**src/cbu_pkg.sv**
```systemverilog
`timescale 1ns / 1ps

package cbu_pkg;

  localparam int COORD_WIDTH     = 16;
  localparam int CORDIC_STAGES   = 16;
  localparam int ANGLE_FRAC_BITS = 6;

  localparam int TABLE_LEN     = 24;
  localparam int NUM_ITER      = (CORDIC_STAGES < TABLE_LEN) ? CORDIC_STAGES : TABLE_LEN;
  localparam int DIFF_W        = COORD_WIDTH + 1;
  localparam int PRESCALE_BITS = 24;
  localparam int GUARD_BITS    = 3;
  localparam int DATA_W        = DIFF_W + PRESCALE_BITS + GUARD_BITS;
  localparam int ANGLE_W       = 32;
  localparam int BEARING_W     = 15;

  localparam int UNITS   = 360 * (1 << ANGLE_FRAC_BITS);
  localparam int UNITS_W = $clog2(UNITS + 1);
  localparam int PROD_W  = ANGLE_W + UNITS_W;
  localparam int RES_W   = UNITS_W + 1;

  localparam logic [ANGLE_W-1:0] QUARTER_TURN = 32'h4000_0000;
  localparam logic [ANGLE_W-1:0] MINUS_QUARTER_TURN = 32'hC000_0000;
  localparam logic [PROD_W:0]    ROUND_HALF = (PROD_W + 1)'(64'h8000_0000);

  localparam logic [ANGLE_W-1:0] ATAN_TABLE [TABLE_LEN] = '{
    32'd536870912, 32'd316933406, 32'd167458907, 32'd85004756,
    32'd42667331,  32'd21354465,  32'd10679838,  32'd5340245,
    32'd2670163,   32'd1335087,   32'd667544,    32'd333772,
    32'd166886,    32'd83443,     32'd41722,     32'd20861,
    32'd10430,     32'd5215,      32'd2608,      32'd1304,
    32'd652,       32'd326,       32'd163,       32'd81
  };

  typedef struct packed {
    logic signed [DATA_W-1:0] x;
    logic signed [DATA_W-1:0] y;
    logic [ANGLE_W-1:0]       z;
    logic                     zero;
  } cbu_vec_t;

endpackage

```
**src/cbu_front.sv**
```systemverilog
`timescale 1ns / 1ps

module cbu_front import cbu_pkg::*; (
  input  logic                          clk,
  input  logic                          rst_n,
  input  logic                          in_valid,
  input  logic signed [COORD_WIDTH-1:0] cur_x,
  input  logic signed [COORD_WIDTH-1:0] cur_y,
  input  logic signed [COORD_WIDTH-1:0] goal_x,
  input  logic signed [COORD_WIDTH-1:0] goal_y,
  output logic                          up_ready,
  output logic                          vec_valid,
  output cbu_vec_t                      vec,
  input  logic                          dn_ready
);

  logic                     diff_valid_r;
  logic signed [DIFF_W-1:0] dx_r, dy_r;
  logic signed [DIFF_W-1:0] dx_nxt, dy_nxt;
  logic                     rot_valid_r;
  cbu_vec_t                 rot_r, rot_nxt;
  logic                     rdy_diff, rdy_rot;
  logic signed [DATA_W-1:0] xs, ys;

  assign rdy_rot  = !rot_valid_r || dn_ready;
  assign rdy_diff = !diff_valid_r || rdy_rot;
  assign up_ready = rdy_diff;

  assign dx_nxt = DIFF_W'(goal_x) - DIFF_W'(cur_x);
  assign dy_nxt = DIFF_W'(goal_y) - DIFF_W'(cur_y);

  assign xs = {{GUARD_BITS{dx_r[DIFF_W-1]}}, dx_r, {PRESCALE_BITS{1'b0}}};
  assign ys = {{GUARD_BITS{dy_r[DIFF_W-1]}}, dy_r, {PRESCALE_BITS{1'b0}}};

  always_comb begin
    rot_nxt.zero = (dx_r == '0) && (dy_r == '0);
    rot_nxt.x    = xs;
    rot_nxt.y    = ys;
    rot_nxt.z    = '0;
    if (xs[DATA_W-1]) begin
      if (!ys[DATA_W-1]) begin
        rot_nxt.x = ys;
        rot_nxt.y = -xs;
        rot_nxt.z = QUARTER_TURN;
      end else begin
        rot_nxt.x = -ys;
        rot_nxt.y = xs;
        rot_nxt.z = MINUS_QUARTER_TURN;
      end
    end
  end

  always_ff @(posedge clk) begin
    if (!rst_n) begin
      diff_valid_r <= 1'b0;
      rot_valid_r  <= 1'b0;
    end else begin
      if (rdy_diff) diff_valid_r <= in_valid;
      if (rdy_rot)  rot_valid_r  <= diff_valid_r;
    end
  end

  always_ff @(posedge clk) begin
    if (rdy_diff && in_valid) begin
      dx_r <= dx_nxt;
      dy_r <= dy_nxt;
    end
    if (rdy_rot && diff_valid_r) begin
      rot_r <= rot_nxt;
    end
  end

  assign vec_valid = rot_valid_r;
  assign vec       = rot_r;

endmodule

```
**config.mk**
```make
export PLATFORM = sky130hd
export DESIGN_NAME = cbu_front
export DESIGN_NICKNAME = d
export VERILOG_FILES = /design/src/cbu_pkg.sv /design/src/cbu_front.sv
export SDC_FILE = /design/constraint.sdc
export NUM_CORES = 1
export LEC_CHECK = 0
export BUFFER_PORTS_ARGS = -buffer_cell sky130_fd_sc_hd__buf_2
export CAP_MARGIN = 20
export CORE_MARGIN = 5
export CORE_UTILIZATION = 45
export CTS_CLUSTER_DIAMETER = 30
export DETAILED_ROUTE_END_ITERATION = 10
export GPL_ROUTABILITY_DRIVEN = 0
export PLACE_DENSITY = 0.8
export SETUP_SLACK_MARGIN = 0.1
export SKIP_CTS_REPAIR_TIMING = 1
export SYNTH_ARGS = -nofsm -noshare
export SYNTH_HDL_FRONTEND = slang
export SYNTH_SLANG_ARGS = --single-unit
```
**constraint.sdc**
```tcl
create_clock -name clk -period 9.6 [get_ports clk]
set_clock_uncertainty 0.15 [all_clocks]
set_input_delay 1.44 -clock clk [delete_from_list [all_inputs] [get_ports clk]]
set_output_delay 1.44 -clock clk [all_outputs]
set_load 0.05 [all_outputs]
```
# Word level (Yosys, flattened, before mapping)
# Index checks and enable logic that the tools add are counted.
# op_classes
n_mux	2
bitwise	1
addsub	4
reduce_logical	11
# op_table
cell	n
two-way mux 116 bit	2
negator 41 -> 44 bit	2
logical NOT 17 bit	2
subtractor 16 x 16 -> 17 bit	2
logical AND 1 bit	3
logical NOT 1 bit	2
logical OR 1 bit	2
AND reduction 2 bit	1
OR reduction 2 bit	1
inverter 1 bit	1
# word_totals
reg_bits	157

# Longest topological paths before layout
# Gate-level depths: netlist of the first run.
# depth
depth_word	4
depth_mapped	9
depth_no_buf	9

# Worst setup path after synthesis of the first run
# No wires, ideal clock.
# synth_path
path_type	input port to flip-flop
startpoint	input port dn_ready
endpoint	register rot_r, in the netlist vec[0] (enable)
setup_slack_ns	5.559
path_stages	2
t_arrival_ns	3.443
setup_time_ns	0.449
t_required_ns	9.001
cell_sequence	nor2b_1 -> nor2b_1
# synth_via
elab_chain_cells	2
# synth_lines
element	line	rtl
start, declared	cbu_front.sv:14	input logic dn_ready
logical OR 1 bit	cbu_front.sv:25	assign rdy_rot = !rot_valid_r || dn_ready;
logical AND 1 bit	cbu_front.sv:68	if (rdy_rot && diff_valid_r) begin
end signal, assigned	cbu_front.sv:69	rot_r <= rot_nxt;
end, declared	cbu_front.sv:21	cbu_vec_t rot_r, rot_nxt;
# No other way between the ends.
# A chain may end at the register's enable or synchronous reset.

# Worst setup path in the final report of the first run
# layout_path
startpoint	input port dn_ready
endpoint	output port up_ready
# layout_via
elab_chain_cells	2
# layout_lines
element	line	rtl
logical OR 1 bit	cbu_front.sv:25	
logical OR 1 bit	cbu_front.sv:26	assign rdy_diff = !diff_valid_r || rdy_rot;
end, declared	cbu_front.sv:11	output logic up_ready,
# No other way between the ends.

==> summary by stage, run 1 <==
Floorplanning
The horizontal die dimension is between 100 and 150 µm. The initialized floorplan defines just over 40 standard-cell rows. The initial utilization of the core area, before any placement, comes to 45.4%. The area of the core region is roughly 13000 µm². The die area is about 15000 µm². Pin placement for this block handled between 150 and 200 I/O pins. The die is roughly 120 µm tall.

Timing
The max-slew violation count is 0. For the pin with the worst max-slew slack, the measured transition is ~0.56 ns. Hold timing on the final database bottoms out at a slack of just under 0.4 ns. The ratio of final minimum period to clock period is ~39%.

The count of final hold-check violations came to 0. Subtracting the final worst setup slack from the clock period gives 3.76 ns. The final number of setup-violating endpoints is 0.

Measured against its own limit, the worst slew margin works out to 63.0%. In the final timing run, aggregate negative setup slack is 0 ns. Setup repair after global routing left no endpoint under its margin. Based on the critical path, the design can be clocked at up to 0.266 GHz.

Clocking
The TritonCTS sink count is approximately 80. In this run the clock root is driven by a sky130_fd_sc_hd__clkbuf_16. The clock edge transition at the registers on the reported setup and hold paths is around 0.05 ns. For the worst-skew pair, the clock arrives at the later sink with an insertion delay of approximately 0.33 ns. The clock passes through at most 2 buffers. Clock tree synthesis inserted a total of 9 buffers. The clock tree from TritonCTS is yes. The H-tree was split into 3 levels.

Routing
In the final routed layout, each cell accounts on average for roughly 13 µm. Using the TritonRoute via totals, the vias-per-cell ratio works out to between 4 and 5. For this run, design rule violations remaining after detail routing come to 0. The first routing iteration left 224 violations. The number of vias after detailed routing is 3984.

The total iterations of the first detailed-routing run is 5. Summed over all layers, the routed wires come to 10900 µm. The post-detailed-route count of antenna-violating nets is 0.

Setup path
The critical path data required time is around 8.0 ns. STA classifies the critical path endpoint as an output pin. The startpoint type of the worst setup path is an input pin. The startpoint-to-endpoint class of the critical path is input pin to output pin. For flop-to-flop paths, the worst setup slack is about 7.2 ns. The arrival time of data at the critical path endpoint is between 2 and 2.5 ns.

The maximum fanout encountered on the critical timing path is 4. Measured in cells, the most critical reg-to-reg path has a length of 6.

Pwr
The highest ir drop seen on vdd is 0.0907 mV. The leakage power total is ~2.9 nW. The overall power consumption is roughly 0.0011 W. The power density normalized to cell area is 177 nW/µm².

Place
The HPWL after detailed placement is around 9000 µm. Port buffering added ~110 buffers. Summing all placed instances gives a cell area of 6140 µm².

Min path
Counting instances, the worst hold path has a depth of 1. The path class of the tightest hold or removal check is flip-flop to flip-flop.

Cells and area
Of the cells placed in the final design, the portion with a size suffix greater than 1 is a little over a fifth. With fillers left out, the area of the finished cells amounts to 6460 µm². The area growth from synthesis to layout is 13.8%. The number of nets in the finished design is roughly 800. The number of antenna diodes in the final layout is 0.

Global route
The via count of the first global-routing pass was 3558. The met1 usage is a little under a fifth. The overall overflow remaining after global route is 0. The layer carrying the most global-route usage is met2. For met2 alone, demand over resource in global routing was about 22%. In the global route stage, met3 resource usage came out at 2.90%. The largest net degree at the start of global routing is 64. The number of antenna violations at the first check in global routing is 0. Global routing used 14.0% of the available tracks across all layers. The first global-routing pass estimated 16700 µm of wire.

Yosys
Counting flops with a built-in enable in the synthesized netlist gives 77. The synthesis-stage register bit count is a little under 80. For this run, the number of Yosys warnings is 0.

In the synthesized netlist the dominant register cell turns out to be sky130_fd_sc_hd__edfxtp_1. The count of unique library cells instantiated by Yosys is 60. After synthesis, the share of flip-flops with an asynchronous set or reset is 0%. In this run the cell area of the synthesized design comes to approximately 5700 µm². A synthesized cell averages 9.84 µm².

The share of the Yosys chip area taken by registers is around two fifths. The cell count after synthesis is ~580.

Job
The tool flagged a number of max-cap violations equal to 0.

Outcome
The run finished with clean final reports.
## area by class of cell
class                           count  area, µm²
Tap cell                          172        215
Sequential cell                    79       2350
Timing Repair Buffer              116        603
Multi-Input combinational cell    431       2790
Clock inverter                      6       76.3
Fill cell                        1175       6060
Clock buffer                        9        225
Inverter                           54        203
## per-stage QoR
stage	instances	setup WS, ns	util (%)
global route	867	5.77	51.6
global placement	851	5.86	49.1
CTS	866	5.83	51.5
detailed placement	851	5.82	49.1
floorplan	657	5.56	-
finish	867	5.84	51.6
## layer usage
layer | wire [µm] | vias to the layer above | share of wire, %
met5 | 0 | - | 0
met4 | 165 | 0 | 1.5
met3 | 733 | 12 | 6.7
met2 | 5170 | 134 | 47
met1 | 4850 | 1769 | 44
li1 | - | 2069 | -
## report_power, final
part / internal, W / switching [W] / total [W]
Clock: 0.000223 / 0.000117 / 0.000340
Combinational: 0.000106 / 0.000236 / 0.000342
Sequential: 0.000431 / 0.0000295 / 0.000460
Total: 0.000759 / 0.000383 / 0.00114
## worst paths after layout
check / startpoint / to
hold / removal: diff_valid_r / vec_valid
hold reg to reg: diff_valid_r / vec_valid
setup / recovery: dn_ready / up_ready
setup reg to reg: dy_r[8] / vec[117]
## cell families (layout without fill, tap and decap cells)
logic type | after synthesis | after routing | synth area share [%]
flip-flops | 79 | 79 | 41.4
adder cells (fa/ha/maj) | 38 | 38 | 8.64
other | 1 | 81 | 0.0661
XOR/XNOR | 50 | 50 | 7.71
AO/OA/AOI/OAI | 123 | 123 | 13.7
AND/OR/NAND/NOR | 130 | 130 | 11.9
buffers and inverters | 147 | 185 | 14.9
multiplexers | 9 | 9 | 1.70
## state kept, by name, summed over array words and instances, names as in the netlist
name	flops
vec	43
dx_r	17
dy_r	17
diff_valid_r	1
vec_valid	1
## critical path: stages
cell                      delay (ns)
sky130_fd_sc_hd__buf_2          0.09
sky130_fd_sc_hd__nor2b_1        0.29
sky130_fd_sc_hd__nand2_1        0.11
sky130_fd_sc_hd__buf_2          0.22
## placed cells by master (no fill, tap or decap), types with 5 or more instances in the layout
| cell type | instances |
|---|---|
| sky130_fd_sc_hd__nand3_1 | 7 |
| sky130_fd_sc_hd__inv_1 | 53 |
| sky130_fd_sc_hd__nand2_1 | 23 |
| sky130_fd_sc_hd__a21o_1 | 10 |
| sky130_fd_sc_hd__edfxtp_1 | 77 |
| sky130_fd_sc_hd__nor3_1 | 6 |
| sky130_fd_sc_hd__a21oi_1 | 59 |
| sky130_fd_sc_hd__xor2_1 | 20 |
| sky130_fd_sc_hd__clkbuf_16 | 9 |
| sky130_fd_sc_hd__and2_1 | 5 |
| sky130_fd_sc_hd__ha_1 | 36 |
| sky130_fd_sc_hd__conb_1 | 81 |
| sky130_fd_sc_hd__mux2_2 | 5 |
| sky130_fd_sc_hd__o21ai_0 | 12 |
| sky130_fd_sc_hd__nor2b_1 | 7 |
| sky130_fd_sc_hd__xnor2_1 | 30 |
| sky130_fd_sc_hd__nor2_1 | 53 |
| sky130_fd_sc_hd__nand2b_1 | 9 |
| sky130_fd_sc_hd__buf_2 | 112 |
## synthesized netlist by cell type, types with 3 or more instances
library cell               number  share of area, %
sky130_fd_sc_hd__a211oi_1       3              0.40
sky130_fd_sc_hd__a21o_1        10               1.3
sky130_fd_sc_hd__a21oi_1       59               5.2
sky130_fd_sc_hd__a31oi_1        4              0.44
sky130_fd_sc_hd__and2_1         5              0.55
sky130_fd_sc_hd__buf_4         78                10
sky130_fd_sc_hd__clkbuf_1      13              0.86
sky130_fd_sc_hd__edfxtp_1      77                41
sky130_fd_sc_hd__ha_1          36               7.9
sky130_fd_sc_hd__inv_1         53               3.5
sky130_fd_sc_hd__mux2_2         5              0.99
sky130_fd_sc_hd__mux2i_1        4              0.71
sky130_fd_sc_hd__nand2_1       23               1.5
sky130_fd_sc_hd__nand2b_1       9              0.99
sky130_fd_sc_hd__nand3_1        7              0.62
sky130_fd_sc_hd__nor2_1        53               3.5
sky130_fd_sc_hd__nor2b_1        8              0.88
sky130_fd_sc_hd__nor3_1         6              0.53
sky130_fd_sc_hd__o211ai_1       4              0.53
sky130_fd_sc_hd__o21a_1         4              0.53
sky130_fd_sc_hd__o21ai_0       12               1.1
sky130_fd_sc_hd__o21ai_1        3              0.26
sky130_fd_sc_hd__o31ai_1        4              0.53
sky130_fd_sc_hd__xnor2_1       30               4.6
sky130_fd_sc_hd__xor2_1        20               3.1
Note: power is estimated with default switching activity, not from simulation.
==> run 2, diff against run 1 <==
==> constraint.sdc (replaced) <==
create_clock -name clk -period 3.8 [get_ports clk]
set_clock_uncertainty 0.15 [all_clocks]
set_input_delay 0.57 -clock clk [delete_from_list [all_inputs] [get_ports clk]]
set_output_delay 0.57 -clock clk [all_outputs]
set_load 0.05 [all_outputs]
==> run 2 against run 1 <==
Non-clock buffer count increased by 1. Core utilization increased by 0.15 points. Die area unchanged. First-iteration DRC count decreased by 8.9%. Final area increased by 0.29%. Cell count increased by 0.23%. Highest routed layer unchanged.
==> summary by stage, run 2 (synthesis results as in run 1) <==
Timing
Setup repair after global routing left no endpoint under its margin. The setup TNS is 0 ns (unchanged). The final number of setup-violating endpoints is 0 (unchanged).

The clock period minus final worst setup slack is between 2 and 3 ns. The count of final hold-check violations is 0 (unchanged). The max-slew violation count was 0 (unchanged). Static timing analysis puts the maximum clock frequency at a little under 0.4 GHz. Of the available clock period, the critical path in the final layout requires around 66%.

Setup path
The last element of the critical path is dx_r[16]. The most critical setup path has its startpoint at cur_x[0]. The maximum fanout encountered on the critical timing path is 3 (-1).

The start of the worst register-to-register path is dy_r[8]. The depth of the worst register-to-register path came to 6 (unchanged). The critical path data required time is 3.72 ns (-4.29 ns). The setup path with the least slack is of type input pin to flip-flop. The nature of the critical path endpoint is a flip-flop. The endpoint identified for the worst register-to-register timing path is vec[117].

The arrival time of data at the critical path endpoint was 2.44 ns (+0.27 ns). The startpoint type of the worst setup path is an input pin. The register-to-register setup slack is 1.39 ns (-5.77 ns).

Routing
The detail-routed net length per standard cell is 12.5 µm (-0.84%). The number of vias after detailed routing came to 3946 (-0.95%). The total iterations of the first detailed-routing run is 4 (-1). The number of vias per cell after detailed routing is 4.54 (-1.2%). The sum of routed wire length over all layers is 10800 µm (-0.61%). The initial detailed-routing violation count is 204 (-8.9%).

The post-detailed-route count of antenna-violating nets is 0 (unchanged). The number of DRC violations after detailed routing is 0 (unchanged).

Global route
The number of antenna violations at the first check in global routing is 0 (unchanged). The largest net degree at the start of global routing is 44 (-31%). The overall overflow remaining after global route is 0 (unchanged).

The first-pass GRT wire length is 16800 µm (+0.83%). The combined global-route utilization of all metal layers was 14.2% (+0.24 points). The via count of the first global-routing pass is 3535 (-0.65%).

Outcome
The run finished with clean final reports.

Pwr
The switching share of power is 33.6% (+0.097 points). The leakage power total was 2.91 nW (+0.12%). The highest ir drop seen on vdd is 0.223 mV (+150%). The internal portion of total power is 0.00192 W (+150%). The power density normalized to cell area is 448 nW/µm² (+150%).

The overall power consumption came to 0.00290 W (+150%). The sequential power share was 40.4% (about the same). The net switching power figure is 0.000975 W (+150%). The clock share of power came to 30.1% (+0.4 points). The power share of the combinational group is 29.6% (-0.4 points).

Cells and area
The number of flip-flops under the largest register name is 43 (unchanged). From synthesis to final layout, the design area changed by 14.2%. The share of post-route cells with drive strength above 1 is 22.1% (+0.37 points). The total of fill cells in the finished design came to 1159 (-1.4%).

The utilization after layout was 51.8% (+0.15 points). In the layout the commonest cells are sky130_fd_sc_hd__buf_2, sky130_fd_sc_hd__conb_1, sky130_fd_sc_hd__edfxtp_1, sky130_fd_sc_hd__a21oi_1. The library cell used most frequently in the layout, excluding fill and tap cells, is sky130_fd_sc_hd__buf_2.

The number of nets in the finished design is 798 (+0.13%). The diode insertion count for antenna repair was 0 (unchanged).

Clocking
The clock edge transition at the registers on the reported setup and hold paths is 0.06 ns (about the same). The source-to-sink clock delay at the later pin of the worst-skew pair came to 0.33 ns (about the same). The number of buffers added by the clock tree synthesis step was 9 (unchanged). The TritonCTS sink count was 79 (unchanged).

The buffer type at the clock tree root is sky130_fd_sc_hd__clkbuf_16. TritonCTS built the clock tree. The deepest clock path buffer count is 2 (unchanged).

The number of H-tree levels is 3 (unchanged).

Job
The count of max-cap constraint violations is 0 (unchanged).

Min path
The hold path depth was 2 (+1). The class of the tightest hold or removal check is input pin to flip-flop.

Place
The HPWL after detailed placement was 8900 µm (+0.35%). The port buffer count came to 112 (unchanged).

Floorplanning
The vertical die dimension was 122 µm (unchanged). The number of ports placed on the die boundary is 191 (unchanged). The area of the core region is 12500 µm² (unchanged). The initial core utilization was 45.4% (unchanged). The horizontal die dimension is 122 µm (unchanged). The number of core rows is 41 (unchanged).

The die area is 15000 µm² (unchanged).
[run 2: cell types whose count changed in the layout (fill, tap and decap cells not counted), sizes merged]
cell      before  now
clkinv         5    4
clkinvlp       0    2
buf          116  117
[run 2: worst min path at each step]
stage	start	end	slack [ns]
final	rst_n	vec_valid	0.31
after global routing	rst_n	vec_valid	0.31
after CTS	rst_n	vec_valid	0.30
after detailed placement	diff_valid_r	vec_valid	0.38
after global placement	diff_valid_r	vec_valid	0.36
after floorplan	dx_r[16]	vec[31]	0.27
[run 2: metal layers]
| metal | part of all wire, % | track usage [%] | vias to the layer above |
|---|---|---|---|
| met5 | 0 | 0 | - |
| met4 | 1.1 | 5.04 | 0 |
| met3 | 5.9 | 2.72 | 7 |
| met2 | 47 | 22.3 | 110 |
| met1 | 46 | 19.7 | 1750 |
| li1 | - | - | 2079 |
[run 2: layout make-up]
class,instances,area (µm²),area share (%)
Multi-Input combinational cell,431,2790,43.0
Sequential cell,79,2350,36.3
Timing Repair Buffer,117,611,9.42
Clock buffer,9,225,3.48
Tap cell,172,215,3.32
Inverter,54,203,3.13
Clock inverter,7,87.6,1.35
[run 2: critical path, stage by stage]
cell                        delay, ns
sky130_fd_sc_hd__buf_2           0.10
sky130_fd_sc_hd__ha_1            0.22
sky130_fd_sc_hd__fa_1            0.40
sky130_fd_sc_hd__and2b_1         0.24
sky130_fd_sc_hd__o2111ai_1       0.13
sky130_fd_sc_hd__a31o_2          0.30
sky130_fd_sc_hd__a31oi_4         0.20
sky130_fd_sc_hd__and2_1          0.19
sky130_fd_sc_hd__o22ai_1         0.09
[run 2: power groups by stage]
stage	combinational (W)	sequential, W	clock [W]
after detailed placement	0.000851	0.00119	0
final	0.000857	0.00117	0.000872
after global routing	0.000936	0.00118	0.000932
after floorplan	0.000640	0.00129	0
after CTS	0.000856	0.00117	0.000889
after global placement	0.000847	0.00119	0
[run 2: per-stage QoR]
step | hold slack, ns | setup slack, ns | cells | area (µm²)
3_3_place_gp | 0.359 | 0.965 | 852 | 6150
5_1_grt | 0.311 | 1.18 | 869 | 6480
4_1_cts | 0.295 | 1.29 | 868 | 6460
3_5_place_dp | 0.380 | 0.942 | 852 | 6150
6_report | 0.308 | 1.28 | 869 | 6480
2_1_floorplan | 0.274 | 0.560 | 657 | 5980
