==> src/cbu_pkg.sv <==
`timescale 1ns / 1ps

package cbu_pkg;

  localparam int COORD_WIDTH     = 16;
  localparam int CORDIC_STAGES   = 16;
  localparam int ANGLE_FRAC_BITS = 6;

  localparam int TABLE_LEN     = 24;
  localparam int NUM_ITER      = (CORDIC_STAGES < TABLE_LEN) ? CORDIC_STAGES : TABLE_LEN;
  localparam int DIFF_W        = COORD_WIDTH + 1;
  localparam int PRESCALE_BITS = 24;
  localparam int GUARD_BITS    = 3;
  localparam int DATA_W        = DIFF_W + PRESCALE_BITS + GUARD_BITS;
  localparam int ANGLE_W       = 32;
  localparam int BEARING_W     = 15;

  localparam int UNITS   = 360 * (1 << ANGLE_FRAC_BITS);
  localparam int UNITS_W = $clog2(UNITS + 1);
  localparam int PROD_W  = ANGLE_W + UNITS_W;
  localparam int RES_W   = UNITS_W + 1;

  localparam logic [ANGLE_W-1:0] QUARTER_TURN = 32'h4000_0000;
  localparam logic [ANGLE_W-1:0] MINUS_QUARTER_TURN = 32'hC000_0000;
  localparam logic [PROD_W:0]    ROUND_HALF = (PROD_W + 1)'(64'h8000_0000);

  localparam logic [ANGLE_W-1:0] ATAN_TABLE [TABLE_LEN] = '{
    32'd536870912, 32'd316933406, 32'd167458907, 32'd85004756,
    32'd42667331,  32'd21354465,  32'd10679838,  32'd5340245,
    32'd2670163,   32'd1335087,   32'd667544,    32'd333772,
    32'd166886,    32'd83443,     32'd41722,     32'd20861,
    32'd10430,     32'd5215,      32'd2608,      32'd1304,
    32'd652,       32'd326,       32'd163,       32'd81
  };

  typedef struct packed {
    logic signed [DATA_W-1:0] x;
    logic signed [DATA_W-1:0] y;
    logic [ANGLE_W-1:0]       z;
    logic                     zero;
  } cbu_vec_t;

endpackage

==> src/cbu_scale.sv <==
`timescale 1ns / 1ps

module cbu_scale import cbu_pkg::*; (
  input  logic                 clk,
  input  logic                 rst_n,
  input  logic                 in_valid,
  input  cbu_vec_t             in_vec,
  output logic                 up_ready,
  output logic                 out_valid,
  output logic [BEARING_W-1:0] out_bearing,
  input  logic                 out_stall
);

  logic                 mul_valid_r;
  logic [PROD_W-1:0]    prod_r, prod_nxt;
  logic [ANGLE_W-1:0]   nav;
  logic                 out_valid_r;
  logic [BEARING_W-1:0] bearing_r, bearing_nxt;
  logic [PROD_W:0]      rounded;
  logic [RES_W-1:0]     res;
  logic                 rdy_mul, rdy_out;

  assign rdy_out  = !out_valid_r || !out_stall;
  assign rdy_mul  = !mul_valid_r || rdy_out;
  assign up_ready = rdy_mul;

  assign nav      = in_vec.zero ? QUARTER_TURN : (QUARTER_TURN - in_vec.z);
  assign prod_nxt = PROD_W'(nav) * PROD_W'(UNITS);

  assign rounded = {1'b0, prod_r} + ROUND_HALF;
  assign res     = rounded[PROD_W -: RES_W];

  always_comb begin
    if (res >= RES_W'(UNITS)) begin
      bearing_nxt = '0;
    end else begin
      bearing_nxt = BEARING_W'(res);
    end
  end

  always_ff @(posedge clk) begin
    if (!rst_n) begin
      mul_valid_r <= 1'b0;
      out_valid_r <= 1'b0;
    end else begin
      if (rdy_mul) mul_valid_r <= in_valid;
      if (rdy_out) out_valid_r <= mul_valid_r;
    end
  end

  always_ff @(posedge clk) begin
    if (rdy_mul && in_valid) prod_r    <= prod_nxt;
    if (rdy_out && mul_valid_r) bearing_r <= bearing_nxt;
  end

  assign out_valid   = out_valid_r;
  assign out_bearing = bearing_r;

endmodule
==> config.mk <==
export PLATFORM = sky130hd
export DESIGN_NAME = cbu_scale
export DESIGN_NICKNAME = d
export VERILOG_FILES = /design/src/cbu_pkg.sv /design/src/cbu_scale.sv
export SDC_FILE = /design/constraint.sdc
export NUM_CORES = 1
export LEC_CHECK = 0
export BUFFER_PORTS_ARGS = -buffer_cell sky130_fd_sc_hd__buf_2
export CAP_MARGIN = 20
export CORE_MARGIN = 1.5
export CORE_UTILIZATION = 35
export DETAILED_ROUTE_END_ITERATION = 6
export PLACE_DENSITY_LB_ADDON = 0.05
export RECOVER_POWER = 50
export SETUP_SLACK_MARGIN = 0.02
export SYNTH_ARGS = -nofsm -noshare
export SYNTH_HDL_FRONTEND = slang
export SYNTH_SLANG_ARGS = --single-unit
==> constraint.sdc <==
create_clock -name clk -period 7.75 [get_ports clk]
set_clock_uncertainty 0.1 [all_clocks]
set_input_delay 1.55 -clock clk [delete_from_list [all_inputs] [get_ports clk]]
set_output_delay 1.55 -clock clk [all_outputs]
set_load 0.01 [all_outputs]
* Word level (Yosys, flattened, before mapping)
Index checks and enable logic that the tools add are counted.
** Operators by class
- Add/subtract/negate cells :: 2
- Multiply operators :: 1
- $lt $le $gt $ge :: 1
- Multiplexer cells :: 1
- Reductions and logical operators :: 7
** Operator list (count)
- $add A47 B32 Y48 const B :: 1
- $mul A32 B6 Y38 const B :: 1
- $mux W32 :: 1
- $sub A31 B32 Y32 const A :: 1
- $ge A16 B15 Y1 const B :: 1
- $logic_not A1 Y1 :: 3
- $logic_and A1 B1 Y1 :: 2
- $logic_or A1 B1 Y1 :: 2
** Storage, ports and cells
- Register bits :: 55
- Input port bits :: 125
- Output and inout bits :: 17
- Word-level logic and storage cells :: 16

* Logic depth before layout (Yosys ltp)
Gate-level depths: netlist (run 1).
- Depth after elaboration :: 4
- Gate-level depth with buffers :: 23
- Gate-level depth less buffers :: 22

* Worst setup path before layout (run 1)
No wires, ideal clock.
- Path type :: input to register
- Start point :: input in_vec[1] (netlist name)
- End point :: register prod_r[45] (data pin)
- Library setup time :: 0.274 ns
- Arrival :: 6.618 ns
- Data required time :: 7.376 ns
- Setup slack :: 0.758 ns
- Cell stages on the path :: 23
- Path buffers :: 1
- Cell sequence :: inv_1 -> ha_1 -> or4b_1 -> nor3_1 -> nand3_1 -> or3_1 -> nor4_2 -> xor2_1 -> nor2_1 -> ha_1 -> inv_1 -> fa_1 -> fa_1 -> inv_1 -> ha_1 -> clkbuf_1 -> a21o_1 -> a21o_1 -> a2111oi_0 -> nor4_1 -> a211oi_1 -> o41ai_1 -> xor2_1
** On the way
- Word-level cells in the longest chain between the ends :: 3
** Ends and longest elaborated chain
- start: declaration :: line cbu_scale.sv:7 : input cbu_vec_t in_vec,
- $sub A31 B32 Y32 :: line cbu_scale.sv:27 : assign nav = in_vec.zero ? QUARTER_TURN : (QUARTER_TURN - in_vec.z);
- $mux W32 :: line cbu_scale.sv:27
- $mul A32 B6 Y38 :: line cbu_scale.sv:28 : assign prod_nxt = PROD_W'(nav) * PROD_W'(UNITS);
- via prod_nxt[45] :: line cbu_scale.sv:15 : logic [PROD_W-1:0] prod_r, prod_nxt;
- end signal: assignment :: line cbu_scale.sv:52 : if (rdy_mul && in_valid) prod_r <= prod_nxt;
- end: declaration :: line cbu_scale.sv:15
The timed path passes the listed nets, and every way through them passes these cells.
A chain may end at the register's enable or synchronous reset.

* Worst setup path after layout (run 1)
Same ends and word-level chain as after synthesis.

==> results of run 1 <==
[power groups by stage]
stage | logic (mW) | registers (mW) | clock network (mW)
after detailed placement | 0.664 | 0.301 | 0
after global placement | 0.659 | 0.300 | 0
after global routing | 0.752 | 0.305 | 0.185
final | 0.653 | 0.299 | 0.173
after CTS | 0.669 | 0.298 | 0.178
after floorplan | 0.500 | 0.296 | 0
[layout make-up]
type | instances | area [um2]
clock buffers | 6 | 129
clock inverters | 1 | 3.75
fillers | 1657 | 9550
inverters | 123 | 462
multi-input cells | 491 | 4270
flip-flops and latches | 33 | 971
well taps | 216 | 270
repair buffers | 67 | 345
[stage by stage]
stage               std cells  cell area, um2  util (%)  hold slack, ps
detailed placement        930            6350      39.7             421
floorplan                 660            5760         -             375
global route              937            6450      40.3             448
CTS                       937            6480      40.5             429
global placement          930            6350      39.7             390
finish                    937            6450      40.3             422
[final timing paths]
check / startpoint / endpoint / slack (ps) / cells after the start
max: in_vec[1] / prod_r[45] / 580 / 24
min: mul_valid_r / out_valid / 420 / 2
max reg2reg: prod_r[31] / out_bearing[12] / 4700 / 9
min reg2reg: mul_valid_r / out_valid / 420 / 2
[critical path, cell delays in order]
cell	delay (ps)
buf_2	110
inv_1	70
ha_1	210
or4b_1	480
nor3_1	290
buf_4	180
nand3_1	100
or3_1	440
nor4_2	270
xor2_1	170
nor2_1	80
ha_1	310
inv_1	80
fa_1	440
fa_1	490
inv_1	40
ha_1	300
a21o_1	180
a21o_1	180
a2111oi_0	400
nor4_1	100
a211oi_1	280
o41ai_1	140
xor2_1	160
[synth_stat cells, types with 7 or more instances]
master	instances	area (um2)
xnor2_1	36	315
a21oi_1	25	125
nand2_1	32	120
nor4_1	9	56.3
clkbuf_1	12	45.0
o21ai_0	15	75.1
and2_1	8	50.1
nor2_1	59	221
inv_1	123	462
fa_1	53	1060
a21o_1	19	143
nand3_1	14	70.1
nand4_1	7	43.8
ha_1	71	888
nor3_1	15	75.1
xor2_1	24	210
edfxtp_1	31	931
[cell usage in the layout, fill, tap and decap left out, drive strengths merged, types with 8 or more instances in the layout]
| cell type | instances |
|---|---|
| xnor2 | 36 |
| fa | 53 |
| ha | 71 |
| nand3 | 14 |
| a21o | 19 |
| edfxtp | 31 |
| xor2 | 24 |
| nor4 | 11 |
| clkbuf | 24 |
| and2 | 8 |
| nor2 | 60 |
| nand2 | 33 |
| a21oi | 25 |
| nor3 | 15 |
| inv | 123 |
| o21ai | 15 |
| buf | 49 |
[registers in the layout, summed over array words and instances (netlist names)]
register,cells
prod_r,16
mul_valid_r,1
out_bearing,15
out_valid,1
[kinds of logic after synthesis]
group                      Yosys count  share of synthesized area [%]
adders and majority gates          124                           33.8
and+or+nand+nor                    188                           16.8
xor gates and xnor gates            60                           9.12
AOI/OAI and AO/OA                  114                           13.6
muxes                                5                          0.891
DFF                                 33                           16.9
buffers and inverters              136                           8.88
[layer usage]
layer | vias to the layer above | track usage (%) | part of all wire [%]
met5 | - | 0 | 0
met2 | 67 | 22.3 | 45
li1 | 2364 | - | -
met3 | 9 | 1.39 | 2.7
met4 | 0 | 2.22 | 0.91
met1 | 2054 | 20.0 | 52
==> results.txt, run 1 <==
The run finished with clean final reports. Once the clock tree was built, the resizer swapped 0 gates to a different size. Input and output buffers added on the ports amount to 53.

The logs give 4392 for the via count of the first global-routing pass and 32 for the maximum number of pins on one net before global-route repair. Vertical extent of the die: 131 um. The cell area after synthesis came out at 0.00576 mm2. The H-tree depth is 2, and the latest clock arrival within the worst-skew pair is 270 ps. The pre-antenna-repair detailed-routing pass consisted of 4 iterations. In the synthesized netlist, the number of instances is 660. The tools report the CTS sink count as 33. The worst setup path is launched from an input pin.

The post-DP HPWL was 10900 um. Setup repair after global routing left no endpoint under its margin. Per report_power, the combinational group accounts for 58.0% of the total. The type of the worst min-delay path was reg2reg. In this run, the clock network consumes 15.4% of the power. The number of DRC markers in iteration 0 was 164.

The total of max-cap violations came out at 0. For the number of diodes, the log shows 0. Summing the sequential cell areas from Yosys gives 16.9% of the chip area. The tools report the final net count as 970. In this run, synthesis inferred 31 flip-flops with an integrated enable. Clock tree synthesis inserted a total of 5 buffers. Async set or reset register ratio after synthesis: 0%. The total overflow left after global routing is 0. Clock tree synthesis selected as its root buffer the cell clkbuf_16.

Setup slack on the critical path of the routed design comes to 576 ps. STA puts the critical path data required time at 7650 ps. In this run the post-CTS setup repair buffer count came out at 0. The ratio of final minimum period to clock period was 92.6%; the sum of internal, switching and leakage power was 1.13 mW. During synthesis, Yosys emitted a total of 0 warnings.

For the overall routed net length, the log shows 12000 um. In the global route stage, overall resource usage came out at 13.7%. TritonCTS built the clock tree. In this run switching power makes up 41.7% of total power. The logs give 0.856 for the global placer's final weighted congestion and 0 for the max-slew violation count. The net count after synthesis is 909, and the net switching power is 470 uW. Internal power comes to 656 uW.

Dividing the detail-routed wire length by the instance count gives 12.8 um. The tools report the maximum vdd drop as 0.0000841 V. The die covers 0.0172 mm2. Hold repair after CTS inserted 0 buffers. The minimum clock period after layout is 7170 ps. For the leakage power, the log shows 3.07 nW. Along the worst path, the maximum fanout reaches 4.

Prevailing post-synth register cell: edfxtp_1. The count of nets left with antenna violations once routing finished came out at 0. The worst pin sits at a relative slew slack of 34.9%. The tools report the number of distinct library cells after synthesis as 62. Count of final setup violators: 0. Final hold violation count: 0. At the pin with the least slew margin, the transition time is 976 ps. Compared with the post-synthesis result, the final layout area differs by 12.0%.

By startpoint and endpoint, the worst setup path is classified as in2reg. The die boundary width was 131 um; the post-placement worst setup slack was 279 ps. The worst setup path is captured at a flip-flop. The routed layout has 4494 vias. 142 I/O pins were placed.

For the initial antenna violation count, the log shows 0. After synthesis the netlist holds a flip-flop and latch count of 33. The logs give 0 ps for the final total negative setup slack and 36.0% for the starting utilization of the core area. In this run the power density over the cells is 174 mW/mm2.

The share of power burned in registers was 26.6%; the share of cells above drive strength 1 was 9.15%. The longest clock path from root to sink contains 2 buffers. The clock slew at the register clock pins of the worst setup and hold paths is 50 ps. The DRC violation count after routing is 0. The logs give 7080 ps for the arrival time of data at the critical path endpoint and 139 MHz for the highest clock frequency the design can meet.

The number of vias per cell works out to 4.80. The first global-routing pass estimated 20100 um of wire. The average cell area after synthesis came out at 8.73 um2. The core area is 0.0160 mm2, and the number of rows in the core area is 46.
Note: power is estimated with default switching activity, not from simulation.
==> run 2, diff against run 1 <==
Settings changed: RECOVER_POWER 50 to unset.
==> results.txt, run 2 (synthesized netlist as in run 1, its figures left out) <==
End point of the worst hold path: out_valid. The headroom to the max-slew limit is 54.3%. For the via count of the first global-routing pass, the log shows 4392. The logs give 0 for the post-detailed-route count of antenna-violating nets and 4800 ps for the internal reg-to-reg setup slack. The number of port buffers was 53; the final total negative setup slack was 0 ps.

Of the available clock period, the critical path in the final layout requires 92.6%. Post-CTS timing repair inserted 0 buffers for setup. The number of hold buffers added after cts was 0; the total of max-cap violations was 0.

Summing all multi-input logic gate instances after layout gives 0.00428 mm2. The register bank with the most flops is prod_r. The tools report the wire length of the first global-routing pass as 20100 um. The final hold violation count was 0; the overall routed net length was 12000 um. The logs give 425 ps for the worst hold-check slack and 0 for the number of diodes.

Setup repair after global routing left no endpoint under its margin. Once layout is complete, the utilization of the core stands at 40.5%. The maximum number of pins on one net before global-route repair came out at 32. Walking the worst path, the cells encountered are buf_2 > inv_1 > ha_1 > or4b_1 > nor3_1 > buf_4 > nand3_1 > or3_1 > nor4_2 > xor2_1 > nor2_1 > ha_1 > inv_1 > fa_1 > fa_1 > inv_1 > ha_1 > a21o_1 > a21o_1 > a2111oi_0 > nor4_1 > a211oi_1 > o41ai_1 > xor2_1.

Global routing used 13.7% of the available tracks across all layers. The congestion estimate from routability-driven global placement came to 0.856. After global routing the overflow that remains totals 0.

Counting cells, the worst reg-to-reg path comes to 9. Along the worst hold path, the cell count comes to 2. After detailed placement, the total cell area comes to 0.00635 mm2. After clock tree synthesis, the clock-pin slew on the worst setup and hold paths is 50 ps. The run gives 0 as the DRC violation count after routing. Setup violations remaining at the end of the flow were counted as 0.

The power density over the cells is 174 mW/mm2, and the post-DP HPWL is 10900 um. The initial antenna violation count was 0. In this run the critical register-to-register path is launched from prod_r[31]. Buffers inserted during clock tree synthesis total 5.

For this block, the initial DRC count from the detailed router was 167. IR analysis of the VDD net gives a maximum drop of 0.0000841 V. For this configuration, the core starts out at a cell density of 36.0%.

The clock root buffer is clkbuf_16. TritonCTS built the clock tree. Post-CTS repair changed the size of 0 cells. For the pin with the worst max-slew slack, the measured transition is 686 ps. For this design the static power due to leakage is 3.12 nW.

The flow ran to the end, and the final reports show no timing, DRC or antenna violations. After the flow finishes, the layout carries non-filler instances totaling 937. In this run the most critical hold path is launched from mul_valid_r. The clock reaches the later pin of the worst-skew pair after 270 ps.

In the layout the commonest cells are 123 x inv_1, 71 x ha_1, 59 x nor2_1. The net count of the finished layout is 970. CTS saw 33 sinks.

The type of the worst setup path is in2reg. On the critical path, the stage with the largest delay is an instance of fa_1. The endpoint identified for the worst register-to-register timing path is out_bearing[12]. The synthesis-to-layout area growth was 12.6%.

Counting the fill cells in the layout gives 1642. Most frequent standard cell in the layout excluding fill and tap cells: inv_1. The clock tree synthesis step divided the H-tree into 2 levels. The setup slack after layout came out at 576 ps.

The die covers 0.0172 mm2. The max-slew violation count came out at 0. The sequential standard cell area is 971 um2. For the worst setup path, the data arrival time is 7080 ps. STA classifies the critical path startpoint as an input pin. The worst setup path is captured at a flip-flop. Based on the critical path, the design can be clocked at up to 139 MHz. The number of rows in the core area is 46. Cells with a size suffix above 1 make up 11.8% of the layout.

For the I/O pin count, the log shows 142. The worst endpoint required time was 7650 ps. The overall via count from detail_route is 4503. The floorplan step set the die height to 131 um. The length of the first detailed-routing pass in iterations came out at 4. The die boundary width was 131 um; the delay of the slowest cell on the worst path was 490 ps. The number of flip-flops in the largest register came out at 16. The tools report the core area as 0.0160 mm2.

The type of the worst min-delay path was reg2reg. In the routed layout, each cell is associated on average with a via count of 4.81. After layout, the design draws a total of 1.13 mW. Dividing the detail-routed wire length by the instance count gives 12.8 um. The cell count after placement was 930. The cell area after layout is 0.00648 mm2, and the top fanout value on the critical path is 4. The post-placement worst setup slack is 279 ps, and the number of buffers between clock root and the deepest sink is 2. The minimum clock period after layout is 7170 ps.
[run 2: changes by cell type in the layout (fill, tap and decap cells not counted)]
cell,previous run,this run
and2_1,7,8
a22oi_1,1,0
buf_4,13,14
clkbuf_1,19,1
buf_2,36,53
and2_0,1,0
a21boi_0,3,2
a21boi_1,0,1
a22oi_2,0,1
[run 2: worst max-delay path: cells and delay by family]
| family | cells | cell delay, ps |
|---|---|---|
| compound gates | 5 | 1180 |
| xor+xnor | 2 | 330 |
| fa+ha+maj | 5 | 1750 |
| simple gates | 7 | 1760 |
| buf+inv | 5 | 480 |
[run 2: final cells by class]
| cell class | instances | share of cell area [%] |
|---|---|---|
| Multi-Input combinational cell | 491 | 66.0 |
| Sequential cell | 33 | 15.0 |
| Inverter | 123 | 7.12 |
| Timing Repair Buffer | 67 | 5.71 |
| Tap cell | 216 | 4.17 |
| Clock buffer | 6 | 1.99 |
| Clock inverter | 1 | 0.0579 |
[run 2: how the worst max path moves through the flow]
stage	slack (ps)	start	cells after the start	endpoint
finish	580	in_vec[1]	24	prod_r[45]
global route	300	in_vec[1]	22	prod_r[41]
CTS	540	in_vec[1]	24	prod_r[45]
detailed placement	280	in_vec[1]	24	prod_r[45]
global placement	230	in_vec[1]	24	prod_r[45]
floorplan	760	in_vec[1]	23	prod_r[45]
[run 2: report_power, final]
part / switching (mW) / internal [mW] / total (mW)
Combinational: 0.377 / 0.281 / 0.658
Sequential: 0.0352 / 0.264 / 0.299
Clock: 0.0579 / 0.115 / 0.173
Total: 0.470 / 0.660 / 1.13
[run 2: metal layers]
layer | vias to the layer above | global-route usage, % | share of wire, %
li1 | 2364 | - | -
met1 | 2055 | 20.0 | 52
met2 | 75 | 22.3 | 45
met3 | 9 | 1.39 | 2.6
met4 | 0 | 2.22 | 0.91
met5 | - | 0 | 0
==> run 3, diff against run 2 <==
--- a/config.mk
+++ b/config.mk
@@ -8,5 +8,4 @@
 export BUFFER_PORTS_ARGS = -buffer_cell sky130_fd_sc_hd__buf_2
 export CAP_MARGIN = 20
-export CORE_MARGIN = 1.5
 export CORE_UTILIZATION = 35
 export DETAILED_ROUTE_END_ITERATION = 6
==> constraint.sdc (replaced) <==
create_clock -name clk -period 7.75 [get_ports clk]
set_clock_uncertainty 0.1 [all_clocks]
set_input_delay 0.3875 -clock clk [delete_from_list [all_inputs] [get_ports clk]]
set_output_delay 0.3875 -clock clk [all_outputs]
set_load 0.01 [all_outputs]
==> results.txt, run 3 (synthesized netlist as in run 1, its figures left out) <==
For the number of hold buffers added after cts, the log shows 0. The average wire per cell in the routed design was 13.1 um; the I/O pin count was 142. The detailed router finished its first iteration with 214 violations. The maximum vdd drop is 0.0000898 V, and the internal reg-to-reg setup slack is 4750 ps.

The CTS sink count is 33. The run gives 270 ps as the latest clock arrival within the worst-skew pair. Ratio of final minimum period to clock period: 82.5%. The worst register-to-register path begins at prod_r[31]. The run gives 926 as the non-filler instance count after layout.

The tightest hold path in the finished design has a slack of 247 ps. Number of buffers between clock root and the deepest sink: 2. The arrival time of data at the critical path endpoint is 6300 ps. The library cell used most frequently in the layout, excluding fill and tap cells, is inv_1. Max-cap violations in this run came to 0.

The clock buffer count from CTS came out at 5. The type of the worst min-delay path is in2reg. Using the TritonRoute via totals, the vias-per-cell ratio works out to 4.88.

The die boundary width was 130 um. For this run, the detailed router's first-pass iteration total came to 5. In this run the worst setup path begins at in_vec[1]. In this run the clock root is driven by a clkbuf_16.

The tools report the overall via count from detail_route as 4521. The worst setup path is launched from an input pin. Number of filler cells placed in the layout: 1702. The initial utilization of the core area, before any placement, comes to 36.0%.

DRC violation count after routing: 0. The logs give 0.0160 mm2 for the core area and 1010 ps for the post-placement worst setup slack. The final hold violation count was 0; the total die area was 0.0170 mm2.

Buffers placed on the I/O ports in this run total 53. Dividing total power by cell area gives a power density of 176 mW/mm2. Once placement finished, the instance area stood at 0.00627 mm2. Entering global routing, the biggest net connects 32 pins.

The critical path is of the in2reg type. The net count of the finished layout is 959. The post-detailed-route count of antenna-violating nets was 0. The via count of the first global-routing pass came out at 4277.

After layout, the worst setup slack is 1350 ps. For the count of final setup violators, the log shows 0. The flow ran to the end, and the final reports show no timing, DRC or antenna violations. The run gives 0 as the post-CTS setup-driven buffer insertion count. The number of cells on the worst reg-to-reg path is 9. The tools report the endpoint of the most critical setup path as prod_r[45].

The number of flip-flops in the largest register was 16. The register with the most flip-flops in the final layout is prod_r. In the layout the commonest cells are 123 x inv_1, 71 x ha_1, 59 x nor2_1. The tools report the headroom to the max-slew limit as 46.4%. The worst hold path was traced through 2 stages. Timing would allow up to 156 MHz. STA classifies the critical path endpoint as a flip-flop. The vertical extent of the die was 130 um. The H-tree was split into 2 levels. The max-slew violation count was 0. Wire length of the first global-routing pass: 19900 um. The number of instances resized during post-cts repair is 0, and the global placer's final weighted congestion is 0.814.

The overall routed net length is 12200 um, and the minimum clock period after layout is 6400 ps. The clock slew at the register clock pins of the worst setup and hold paths is 50 ps, and the post-DP HPWL is 10800 um. In this run the worst path has a maximum fanout of 8. For the pin with the worst max-slew slack, the measured transition is 796 ps.

After global routing the overflow that remains totals 0. The cell count after placement was 919. The capturing point of the worst reg2reg path was out_bearing[12]. Setup total negative slack on the finished layout was measured at 0 ps. The finished cells cover 0.00640 mm2. The analysis attributes to cell leakage a power of 3.07 nW. The synthesis-to-layout area growth came out at 11.1%. TritonCTS built the clock tree. The number of diodes came out at 0. Setup repair after global routing left no endpoint under its margin.

The number of rows in the core area is 46, and the global router's overall resource usage is 14.5%. The initial antenna violation count is 0, and the share of cells above drive strength 1 is 10.4%. Data on the critical path is required at its endpoint by 7650 ps.
## run 3: through the flow
stage | power (mW) | utilization [%]
after detailed placement | 0.955 | 39.2
final | 1.13 | 40.0
after floorplan | 0.797 | -
after global routing | 1.25 | 40.0
after global placement | 0.947 | 39.2
after CTS | 1.14 | 40.0
## run 3: critical path, stage by stage
cell	delay, ps
buf_2	110
inv_1	70
ha_1	200
or4b_1	570
nor3_1	410
nand3_1	270
or3_1	490
nor4_2	270
xor2_1	180
nor2_1	80
ha_1	310
inv_1	80
fa_1	440
fa_1	490
inv_1	40
ha_1	400
a21o_1	210
a21o_1	180
a2111oi_0	400
nor4_1	90
a211oi_1	290
o41ai_1	140
xor2_1	160
## run 3: layer usage
layer	GRT usage, %	share of wire, %	vias to the layer above
li1	-	-	2345
met1	21.1	52	2087
met2	23.4	45	85
met3	1.11	3.0	4
met4	3.42	0.64	0
met5	0	0	-
## run 3: worst min path at each step
stage                      from         to  slack (ps)
finish                    rst_n  out_valid         250
detailed placement  mul_valid_r  out_valid         420
floorplan           mul_valid_r  out_valid         370
global placement    mul_valid_r  out_valid         390
global route              rst_n  out_valid         250
CTS                       rst_n  out_valid         240
## run 3: layout make-up
cell class,instances,area (um2),area share (%)
clock buffer,6,129,2.01
clock inverter,1,3.75,0.0586
multi-input combinational,491,4280,66.8
inverter,123,462,7.21
tap,216,270,4.22
timing repair buffer,56,288,4.50
sequential,33,971,15.2
## run 3: report_power, final
part	internal (mW)	switching (mW)	leakage, nW
sequential	0.264	0.0359	0.315
clock	0.115	0.0585	0.0644
combinational	0.272	0.380	2.69
